### config.mk
export PLATFORM = sky130hd
export DESIGN_NAME = circular_deque_flat
export DESIGN_NICKNAME = d
export VERILOG_FILES = /design/src/cdq_pkg.sv /design/src/cdq_in_if.sv /design/src/cdq_out_if.sv /design/src/cdq_ctrl.sv /design/src/cdq_datapath.sv /design/src/circular_deque.sv /design/src/flat_wrapper.sv
export SDC_FILE = /design/constraint.sdc
export NUM_CORES = 1
export LEC_CHECK = 0
export ABC_CLOCK_PERIOD_IN_PS = 8800
export BUFFER_PORTS_ARGS = -buffer_cell sky130_fd_sc_hd__buf_2
export CAP_MARGIN = 20
export CORE_MARGIN = 3
export CORE_UTILIZATION = 45
export DETAILED_ROUTE_END_ITERATION = 16
export GPL_TIMING_DRIVEN = 0
export SYNTH_ARGS = -nofsm -noshare
export SYNTH_HDL_FRONTEND = slang
export SYNTH_SLANG_ARGS = --single-unit
### constraint.sdc
create_clock -name clk -period 8.8 [get_ports clk]
set_clock_uncertainty 0.15 [all_clocks]
set_input_delay 1.32 -clock clk [delete_from_list [all_inputs] [get_ports clk]]
set_output_delay 1.32 -clock clk [all_outputs]
set_load 0.1 [all_outputs]
### src/cdq_pkg.sv
// Shared constants, operation and status codes, and the controller command
// struct for the circular deque. No dependencies.
package cdq_pkg;

  localparam int DATA_W        = 32;
  localparam int DEPTH_DEFAULT = 16;
  localparam int OP_W          = 3;
  localparam int STAT_W        = 2;

  // Operation codes; codes above OP_POP_REAR act as no operation.
  localparam logic [OP_W-1:0] OP_NONE       = 3'd0;
  localparam logic [OP_W-1:0] OP_PUSH_FRONT = 3'd1;
  localparam logic [OP_W-1:0] OP_PUSH_REAR  = 3'd2;
  localparam logic [OP_W-1:0] OP_POP_FRONT  = 3'd3;
  localparam logic [OP_W-1:0] OP_POP_REAR   = 3'd4;

  localparam logic [STAT_W-1:0] STAT_DONE  = 2'd0;
  localparam logic [STAT_W-1:0] STAT_FULL  = 2'd1;
  localparam logic [STAT_W-1:0] STAT_EMPTY = 2'd2;

  localparam logic signed [DATA_W-1:0] EMPTY_VALUE = -32'sd1;

  typedef struct packed {
    logic load_in;   // capture the input item
    logic update;    // move indices, write the ring
    logic read;      // read front and rear slots
    logic load_out;  // load the result register
  } cdq_cmd_t;

endpackage

### src/cdq_in_if.sv
// Input channel: valid/ready handshake carrying one deque operation.
// Depends on cdq_pkg.
interface cdq_in_if;
  logic                                  valid;
  logic                                  ready;
  logic [cdq_pkg::OP_W-1:0]              operation;
  logic signed [cdq_pkg::DATA_W-1:0]     data_value;

  modport source (output valid, output operation, output data_value, input ready);
  modport sink   (input valid, input operation, input data_value, output ready);
endinterface

### src/cdq_out_if.sv
// Output channel: valid/ready handshake carrying one deque result.
// Depends on cdq_pkg.
interface cdq_out_if;
  logic                                  valid;
  logic                                  ready;
  logic [cdq_pkg::STAT_W-1:0]            status;
  logic signed [cdq_pkg::DATA_W-1:0]     front_value;
  logic signed [cdq_pkg::DATA_W-1:0]     rear_value;
  logic                                  is_empty;
  logic                                  is_full;

  modport source (output valid, output status, output front_value, output rear_value,
                  output is_empty, output is_full, input ready);
  modport sink   (input valid, input status, input front_value, input rear_value,
                  input is_empty, input is_full, output ready);
endinterface

### src/cdq_ctrl.sv
// Sequencer for the circular deque: steps one item through update, read
// and result load. Depends on cdq_pkg.
module cdq_ctrl (
  input  logic              clk,
  input  logic              rst,
  input  logic              in_valid,
  output logic              in_ready,
  output logic              out_valid,
  input  logic              out_ready,
  output cdq_pkg::cdq_cmd_t cmd
);
  import cdq_pkg::*;

  typedef enum logic [1:0] {
    S_IDLE,
    S_UPDATE,
    S_READ,
    S_DONE
  } state_t;

  state_t state;

  assign in_ready = (state == S_IDLE);

  always_comb begin
    cmd          = '0;
    cmd.load_in  = (state == S_IDLE) && in_valid;
    cmd.update   = (state == S_UPDATE);
    cmd.read     = (state == S_READ);
    cmd.load_out = (state == S_DONE) && (!out_valid || out_ready);
  end

  always_ff @(posedge clk) begin
    if (rst) begin
      state     <= S_IDLE;
      out_valid <= 1'b0;
    end else begin
      case (state)
        S_IDLE:   if (in_valid) state <= S_UPDATE;
        S_UPDATE: state <= S_READ;
        S_READ:   state <= S_DONE;
        S_DONE:   if (!out_valid || out_ready) state <= S_IDLE;
        default:  state <= S_IDLE;
      endcase
      if (cmd.load_out) begin
        out_valid <= 1'b1;
      end else if (out_ready) begin
        out_valid <= 1'b0;
      end
    end
  end

endmodule

### src/cdq_datapath.sv
// Ring memory, head/tail indices, empty flag and result register of the
// circular deque. Depends on cdq_pkg.
module cdq_datapath #(
  parameter int DEPTH = cdq_pkg::DEPTH_DEFAULT
) (
  input  logic                              clk,
  input  logic                              rst,
  input  cdq_pkg::cdq_cmd_t                 cmd,
  input  logic [cdq_pkg::OP_W-1:0]          in_operation,
  input  logic signed [cdq_pkg::DATA_W-1:0] in_data_value,
  output logic [cdq_pkg::STAT_W-1:0]        out_status,
  output logic signed [cdq_pkg::DATA_W-1:0] out_front_value,
  output logic signed [cdq_pkg::DATA_W-1:0] out_rear_value,
  output logic                              out_is_empty,
  output logic                              out_is_full
);
  import cdq_pkg::*;

  localparam int IW = (DEPTH > 1) ? $clog2(DEPTH) : 1;
  localparam logic [IW-1:0] LAST = IW'(DEPTH - 1);

  logic signed [DATA_W-1:0] ring_store [DEPTH];

  logic [OP_W-1:0]          op;
  logic signed [DATA_W-1:0] value;
  logic [IW-1:0]            head;
  logic [IW-1:0]            tail;
  logic                     empty;
  logic [STAT_W-1:0]        status;
  logic signed [DATA_W-1:0] rd_front;
  logic signed [DATA_W-1:0] rd_rear;

  logic [IW-1:0]     head_next;
  logic [IW-1:0]     tail_next;
  logic              empty_next;
  logic [STAT_W-1:0] status_next;
  logic              wr_en;
  logic [IW-1:0]     wr_addr;
  logic              full;
  logic              is_push;
  logic              is_pop;
  logic [IW-1:0]     tail_inc;
  logic [IW-1:0]     head_inc;
  logic [IW-1:0]     head_dec;
  logic [IW-1:0]     tail_dec;

  assign tail_inc = (tail == LAST) ? '0 : tail + 1'b1;
  assign head_inc = (head == LAST) ? '0 : head + 1'b1;
  assign head_dec = (head == '0) ? LAST : head - 1'b1;
  assign tail_dec = (tail == '0) ? LAST : tail - 1'b1;
  assign full     = !empty && (tail_inc == head);
  assign is_push  = op inside {OP_PUSH_FRONT, OP_PUSH_REAR};
  assign is_pop   = op inside {OP_POP_FRONT, OP_POP_REAR};

  always_comb begin
    head_next   = head;
    tail_next   = tail;
    empty_next  = empty;
    status_next = STAT_DONE;
    wr_en       = 1'b0;
    wr_addr     = '0;
    if (is_push) begin
      if (full) begin
        status_next = STAT_FULL;
      end else begin
        wr_en = 1'b1;
        if (empty) begin
          head_next  = '0;
          tail_next  = '0;
          empty_next = 1'b0;
        end else if (op == OP_PUSH_FRONT) begin
          head_next = head_dec;
          wr_addr   = head_dec;
        end else begin
          tail_next = tail_inc;
          wr_addr   = tail_inc;
        end
      end
    end else if (is_pop) begin
      if (empty) begin
        status_next = STAT_EMPTY;
      end else if (head == tail) begin
        empty_next = 1'b1;
        head_next  = '0;
        tail_next  = '0;
      end else if (op == OP_POP_FRONT) begin
        head_next = head_inc;
      end else begin
        tail_next = tail_dec;
      end
    end
  end

  always_ff @(posedge clk) begin
    if (rst) begin
      head  <= '0;
      tail  <= '0;
      empty <= 1'b1;
    end else if (cmd.update) begin
      head  <= head_next;
      tail  <= tail_next;
      empty <= empty_next;
    end
  end

  always_ff @(posedge clk) begin
    if (cmd.load_in) begin
      op    <= in_operation;
      value <= in_data_value;
    end
    if (cmd.update) begin
      status <= status_next;
    end
  end

  always_ff @(posedge clk) begin
    if (cmd.update && wr_en) begin
      ring_store[wr_addr] <= value;
    end
    if (cmd.read) begin
      rd_front <= ring_store[head];
      rd_rear  <= ring_store[tail];
    end
  end

  always_ff @(posedge clk) begin
    if (cmd.load_out) begin
      out_status      <= status;
      out_front_value <= empty ? EMPTY_VALUE : rd_front;
      out_rear_value  <= empty ? EMPTY_VALUE : rd_rear;
      out_is_empty    <= empty;
      out_is_full     <= full;
    end
  end

  a_empty_home: assert property (@(posedge clk) disable iff (rst)
    empty |-> (head == '0) && (tail == '0))
    else $error("empty deque with indices off slot zero");

  a_refused_full: assert property (@(posedge clk) disable iff (rst)
    (cmd.update && is_push && full) |=> $stable(head) && $stable(tail) && !empty)
    else $error("refused push changed the indices");

  a_refused_empty: assert property (@(posedge clk) disable iff (rst)
    (cmd.update && is_pop && empty) |=> empty && (status == STAT_EMPTY))
    else $error("pop from empty deque not refused");

endmodule

### src/circular_deque.sv
// Circular deque: a double-ended queue in a ring of DEPTH signed 32-bit words.
// Each item passes from input transfer through index update, ring read and
// result load before its result is valid; a new item is taken only once the
// sequencer is idle again. The result register frees the input side while a
// result waits, but result load stalls until the previous result is taken.
// Reset (rst, synchronous): deque empty, head and tail at slot 0, no result.
module circular_deque #(
  parameter int DEPTH = cdq_pkg::DEPTH_DEFAULT
) (
  input  logic      clk,
  input  logic      rst,
  cdq_in_if.sink    req,
  cdq_out_if.source rsp
);
  import cdq_pkg::*;

  // Command bundle from the sequencer to the datapath.
  cdq_cmd_t cmd;

  // Sequencer: owns the handshakes and the result valid flag.
  cdq_ctrl u_ctrl (
    .clk       (clk),
    .rst       (rst),
    .in_valid  (req.valid),
    .in_ready  (req.ready),
    .out_valid (rsp.valid),
    .out_ready (rsp.ready),
    .cmd       (cmd)
  );

  // Datapath: ring memory, indices and the result register that holds
  // the payload of the pending transfer.
  cdq_datapath #(
    .DEPTH (DEPTH)
  ) u_datapath (
    .clk             (clk),
    .rst             (rst),
    .cmd             (cmd),
    .in_operation    (req.operation),
    .in_data_value   (req.data_value),
    .out_status      (rsp.status),
    .out_front_value (rsp.front_value),
    .out_rear_value  (rsp.rear_value),
    .out_is_empty    (rsp.is_empty),
    .out_is_full     (rsp.is_full)
  );

endmodule
### src/flat_wrapper.sv
// flat-port wrapper written by rule: the top's interface ports become plain ports
module circular_deque_flat import cdq_pkg::*;
#(
  parameter int DEPTH = cdq_pkg::DEPTH_DEFAULT
)
  (clk, rst, req_valid, req_operation, req_data_value, req_ready, rsp_valid, rsp_status, rsp_front_value, rsp_rear_value, rsp_is_empty, rsp_is_full, rsp_ready);
  cdq_in_if req_i ();
  cdq_out_if rsp_i ();
  input  logic clk;
  input  logic rst;
  input wire logic [$bits(req_i.valid)-1:0] req_valid;
  input wire logic [$bits(req_i.operation)-1:0] req_operation;
  input wire logic [$bits(req_i.data_value)-1:0] req_data_value;
  output wire logic [$bits(req_i.ready)-1:0] req_ready;
  output wire logic [$bits(rsp_i.valid)-1:0] rsp_valid;
  output wire logic [$bits(rsp_i.status)-1:0] rsp_status;
  output wire logic [$bits(rsp_i.front_value)-1:0] rsp_front_value;
  output wire logic [$bits(rsp_i.rear_value)-1:0] rsp_rear_value;
  output wire logic [$bits(rsp_i.is_empty)-1:0] rsp_is_empty;
  output wire logic [$bits(rsp_i.is_full)-1:0] rsp_is_full;
  input wire logic [$bits(rsp_i.ready)-1:0] rsp_ready;
  assign req_i.valid = req_valid;
  assign req_i.operation = req_operation;
  assign req_i.data_value = req_data_value;
  assign req_ready = req_i.ready;
  assign rsp_valid = rsp_i.valid;
  assign rsp_status = rsp_i.status;
  assign rsp_front_value = rsp_i.front_value;
  assign rsp_rear_value = rsp_i.rear_value;
  assign rsp_is_empty = rsp_i.is_empty;
  assign rsp_is_full = rsp_i.is_full;
  assign rsp_i.ready = rsp_ready;
  circular_deque #(.DEPTH(DEPTH)) u_core (.clk(clk), .rst(rst), .req(req_i), .rsp(rsp_i));
endmodule
## Word level (Yosys, flattened, before mapping)

Memories as Yosys holds them, arrays and structs flattened. A register that Yosys moved wholly into a read port is not among the register bits.
Cells that the tools add are included.

- Bitwise logic cells: 0
- Eq/ne operators: 18
- Multiply operators: 0
- $add $sub $neg: 4
- Shifts and indexed selects: 0
- Mux-type cells: 42
- $lt $le $gt $ge: 0
- Reduce and logical (&&, ||, !) cells: 19
- Divide/modulo/power cells: 0

Operators by type and width:

| cell | number |
|---|---|
| 4-bit two-way mux | 24 |
| 1-bit two-way mux | 12 |
| 6-bit AND reduction | 2 |
| 2-bit two-way mux | 5 |
| 4-bit by 1-bit adder with 4-bit output (second input constant) | 2 |
| 4-bit == test | 2 |
| 4-bit == test (second input constant) | 2 |
| 4-bit zero test | 2 |
| 2-bit one-hot mux with 4 select lines | 1 |
| 2-bit nonzero test | 4 |
| 4-bit by 1-bit subtractor with 4-bit output (second input constant) | 2 |
| 3-bit by 2-bit == test with 1-bit output (second input constant) | 2 |
| 3-bit by 2-bit inequality test with 1-bit output (second input constant) | 2 |
| 2-bit == test (second input constant) | 2 |
| 1-bit logical AND | 4 |
| 2-bit by 1-bit inequality test with 1-bit output (second input constant) | 2 |
| 2-bit inequality test (second input constant) | 2 |
| 3-bit by 1-bit == test with 1-bit output (second input constant) | 1 |
| 3-bit == test (second input constant) | 1 |
| 3-bit inequality test (second input constant) | 1 |
| 3-bit AND reduction | 1 |
| 3-bit nonzero test | 1 |
| 2-bit by 1-bit == test with 1-bit output (second input constant) | 1 |
| 1-bit zero test | 2 |
| other kinds (3) | 3 |

- Bits in read-only memories: 0
- Flip-flop bits (word level): 117
- Memories kept: 1
- Bits in writable memories: 512
- Latch bits: 0
- Output and inout port bits: 70
- Word-level logic and storage cells: 97

Memory list:

| name | words | width | read ports | clocked after memory_dff | write ports | line | text |
|---|---|---|---|---|---|---|---|
| u_core.u_datapath.ring_store | 16 | 32 | 2 | 2 | 1 | cdq_datapath.sv:22 | `logic signed [DATA_W-1:0] ring_store [DEPTH];` |

## Longest topological paths before layout

- Depth after elaboration: 9
- Gate-level depth with buffers: 11
- Mapped depth without buffers: 8

## Hierarchy

From an unflattened synthesis, not the netlist that was laid out.

- Cells, all modules: 1581
- Area total of the unflattened synthesis: 30271.5 sq um

Modules (own cells, without submodules):

| module | cells each | area each (sq um) | instances |
|---|---|---|---|
| cdq_datapath | 1559 | 30065.1 | 1 |
| cdq_ctrl | 22 | 206.4 | 1 |

## Least setup slack after synthesis

OpenSTA, ideal clock, no wires.

- Path kind: input to register
- Start point: input rsp_ready
- End point: register u_core.u_datapath.out_front_value[0] in the netlist's numbering, enable pin
- Stages: 2
- Path slack: 3.733 ns
- Data arrival time: 4.414 ns
- Buffers on the path: 0
- Cell sequence: nor2b_1 -> nor2b_1

RTL lines:

| what | line | text |
|---|---|---|
| start: declaration | flat_wrapper.sv:21 | `input wire logic [$bits(rsp_i.ready)-1:0] rsp_ready;` |
| end signal: assignment | cdq_datapath.sv:129 | `out_front_value <= empty ? EMPTY_VALUE : rd_front;` |
| end: declaration | cdq_datapath.sv:12 | `output logic signed [cdq_pkg::DATA_W-1:0] out_front_value,` |

## Worst setup path after layout

- Start point: register u_core.u_datapath.head[1]
- End point: memory u_core.u_datapath.ring_store[6][12], enable pin

- Word-level cells in the longest chain between the ends: 7
- Elaborated cells on any way between the ends: 14

RTL lines:

| what | line | text |
|---|---|---|
| start: declaration | cdq_datapath.sv:26 | `logic [IW-1:0] head;` |
| start signal: assignment | cdq_datapath.sv:100 | `head <= head_next;` |
| branches (longest 7 deep; another with 4-bit by 1-bit subtractor with 4-bit output) | n/a |  |
| end: declaration | cdq_datapath.sv:22 |  |

Parallel ways; which one is timed is not known.

==> metrics.md <==
| Metric | Value |
|---|---|
| Period utilization | `between 50% and 60%` |
| Avg Inst Size Synth | `~19 um2` |
| Leading area contributor after synthesis | `edfxtp_1` |
| Core area | `66100 um2` |
| Cts repair resizes | `0` |
| Top-count cell post-synth | `edfxtp_1` |
| Top Ports | `between 100 and 150` |
| Sequential area share after synthesis | `about 68%` |
| Antenna cells | `0` |
| Longest Clk Path Bufs | `3` |
| Slew margin rel. | `a little under a quarter` |
| Drt total wl | `83000 um` |
| CP endpoint kind | `flip-flop` |
| Layout cells sized above 1 | `about 34%` |
| Mapped Area | `roughly 30000 um2` |
| P_leak | `approximately 11 nW` |
| Total grt overflow | `0` |
| Max Freq | `203 MHz` |
| Setup bufs post-CTS | `0` |
| 1st-iter DRT viols | `~1700` |
| Final setup TNS | `0 ps` |
| CP top delay family | `buffers and inverters` |
| Commonest cells post-synth | `edfxtp_1 (681), mux4_2 (256), nand2_1 (138)` |
| Chain of cells forming the critical path | `clkbuf_1 -> inv_1 -> clkbuf_1 -> ha_1 -> xor2_1 -> nand3_1 -> a21oi_1 -> nand4_1 -> nor2_4 -> buf_16` |
| Clock slew at reported path FFs | `about 60 ps` |
| DIE HEIGHT | `about 270 um` |
| DRC Markers | `0` |
| Required @ worst endpoint | `around 9000 ps` |
| Vias per inst | `just over 6` |
| Fillers | `5223` |
| Most used DFF post-synth | `edfxtp_1` |
| Status | `complete, no violations` |
| Highest cell delay on the worst timing path | `around 900 ps` |
| Worst vdd ir | `around 0.15 mV` |
| Most used cell, CP | `clkbuf_1` |
| CTS tree | `built` |
| IO Port Bufs | `about 110` |
| CTS Buf Count | `73` |
| Top cells by area, synth | `edfxtp_1 (68%), mux4_2 (19%), nand2_1 (1.7%)` |
| Max-Cap Viols | `0` |
| Slowest CP cell | `nor2_4` |
| Clock share of power | `between 30% and 40%` |
| Clock Sinks | `between 600 and 700` |
| Routed wire length per instance | `around 30 um` |
| First-pass GRT wire length | `roughly 120000 um` |
| Psw | `0.00282 W` |
| Reg power frac | `between 40% and 50%` |
| Slew @ Worst Pin | `1160 ps` |
| Asr flop ratio synth | `0%` |
| Worst min path class | `flip-flop to flip-flop` |
| Buf+Inv Stages, Crit Path | `4` |
| Vias | `~17000` |
| # setup viols final | `0` |
| Largest net degree at the start of global routing | `45` |
| Setup crit start kind | `flip-flop` |
| RSZ-0062 raised after global routing | `false` |
| Synth top area share | `67.7%` |
| DRT Pass-1 Iters | `5` |
| EDFF count, synth | `681` |
| Area added between synthesis and finish | `15.9%` |
| Initial antenna violation count | `0` |
| Fin. Hold Viols | `0` |
| Flops & latches, synth | `693` |
| Critical path peak fanout | `19` |
| Power Dens Cells | `277 nW/um2` |
| H-tree levels | `3` |
| CTS Hold Bufs | `0` |
| Die X | `roughly 270 um` |
| Die area | `~70000 um2` |
| Internal Power | `0.00686 W` |
| Synthesized Nets | `roughly 1700` |
| Period minus WS final | `slightly below 5000 ps` |
| Root Driver | `clkbuf_16` |
| Yosys warnings | `0` |
| Post-DP HPWL | `approximately 55000 um` |
| Starting density of the core | `roughly 46%` |
| Clk Latency, worst-skew pair | `610 ps` |
| Final net count | `1871` |
| Net Sw Frac | `29.2%` |
| Vias in the first global route | `between 15000 and 20000` |
| CP Class | `flip-flop to flip-flop` |
| RePlAce Congestion | `0.864` |
| Combinational fraction of design power | `22.4%` |
| Placement Rows | `94` |
| Critical path data arrival time | `around 5100 ps` |
| Synthesized instance count | `around 1600` |
| Number of library cell types mapped by synthesis | `60` |
| Fin. max-slew vios | `0` |
| Worst R2R Setup Slack | `between 3000 and 4000 ps` |
| Dpl ws | `3940 ps` |
| Worst setup margin | `a little under 4000 ps` |
| Worst hold slack | `between 200 and 300 ps` |
| GRT Util Overall | `23.8%` |
| DRT antenna net count | `0` |
==> metal layers <==
metal | GRT usage [%] | wire length (um) | vias to the layer above
met5 | 0 | 0 | -
met1 | 31.1 | 32100 | 8957
met4 | 8.79 | 2830 | 0
li1 | - | - | 7079
met2 | 40.3 | 41400 | 802
met3 | 4.54 | 6660 | 163
==> power by group through the flow <==
stage               sequential [W]  combinational [W]  clock (W)
floorplan                  0.00438            0.00134          0
global placement           0.00431            0.00211          0
detailed placement         0.00430            0.00218          0
CTS                        0.00423            0.00219    0.00333
global route               0.00426            0.00231    0.00348
finish                     0.00423            0.00217    0.00328
==> registers in the layout, indices dropped and copies added (netlist names), 4 cells and up <==
register,count
u_core.u_datapath.tail,4
u_core.u_datapath.head,4
u_core.u_datapath.out_rear_value,32
u_core.u_datapath.value,32
u_core.u_datapath.rd_front,32
u_core.u_datapath.rd_rear,32
u_core.u_datapath.ring_store,512
u_core.u_datapath.out_front_value,32
==> stage by stage <==
stage | instance area [um2] | cells | util [%] | power [W]
detailed placement | 32400 | 2612 | 49.1 | 0.00648
global placement | 31800 | 2591 | 48.2 | 0.00642
floorplan | 30200 | 1619 | - | 0.00572
CTS | 35000 | 2746 | 52.9 | 0.00975
finish | 35000 | 2747 | 53.0 | 0.00969
global route | 35000 | 2747 | 53.0 | 0.0101
==> worst paths after layout <==
| path | end | cells after the start | from |
|---|---|---|---|
| max | u_core.u_datapath.ring_store[6][12]$_DFFE_PP_ | 10 | u_core.u_datapath.head[1]$_SDFFE_PP0P_ |
| max reg2reg | u_core.u_datapath.ring_store[6][12]$_DFFE_PP_ | 10 | u_core.u_datapath.head[1]$_SDFFE_PP0P_ |
| min | u_core.u_datapath.out_status[0]$_DFFE_PP_ | 0 | u_core.u_datapath.status[0]$_SDFFCE_PP0N_ |
| min reg2reg | u_core.u_datapath.out_status[0]$_DFFE_PP_ | 0 | u_core.u_datapath.status[0]$_SDFFCE_PP0N_ |
==> final cells by class <==
type / instances / area, um2 / share of cell area [%]
clock buffer: 88 / 1980 / 5.65
timing repair buffer: 130 / 1020 / 2.91
clock inverter: 46 / 577 / 1.65
buffer: 118 / 502 / 1.43
inverter: 12 / 45.0 / 0.129
multi-input combinational: 796 / 9110 / 26.0
tap: 864 / 1080 / 3.09
sequential: 693 / 20700 / 59.1
==> placed cells by master (no fill, tap or decap), drive strengths merged, types with 12 or more instances in the layout <==
cell type / n
nand2: 138
dfxtp: 12
a211oi: 64
nor2b: 36
clkinv: 26
mux4: 256
or2: 68
buf: 177
a31oi: 67
bufinv: 13
nor2: 30
a21oi: 13
edfxtp: 681
clkbuf: 159
inv: 14
and2: 35
o21ai: 12
==> cell families after synthesis <==
family,after synthesis,synth area share [%]
AO/OA/AOI/OAI,182,4.18
XOR/XNOR,12,0.422
adder cells (fa/ha/maj),8,0.331
buffers and inverters,130,1.81
flip-flops,693,68.5
multiplexers,257,19.1
AND/OR/NAND/NOR,337,5.65
No activity file was read; power rests on OpenSTA's default activity.
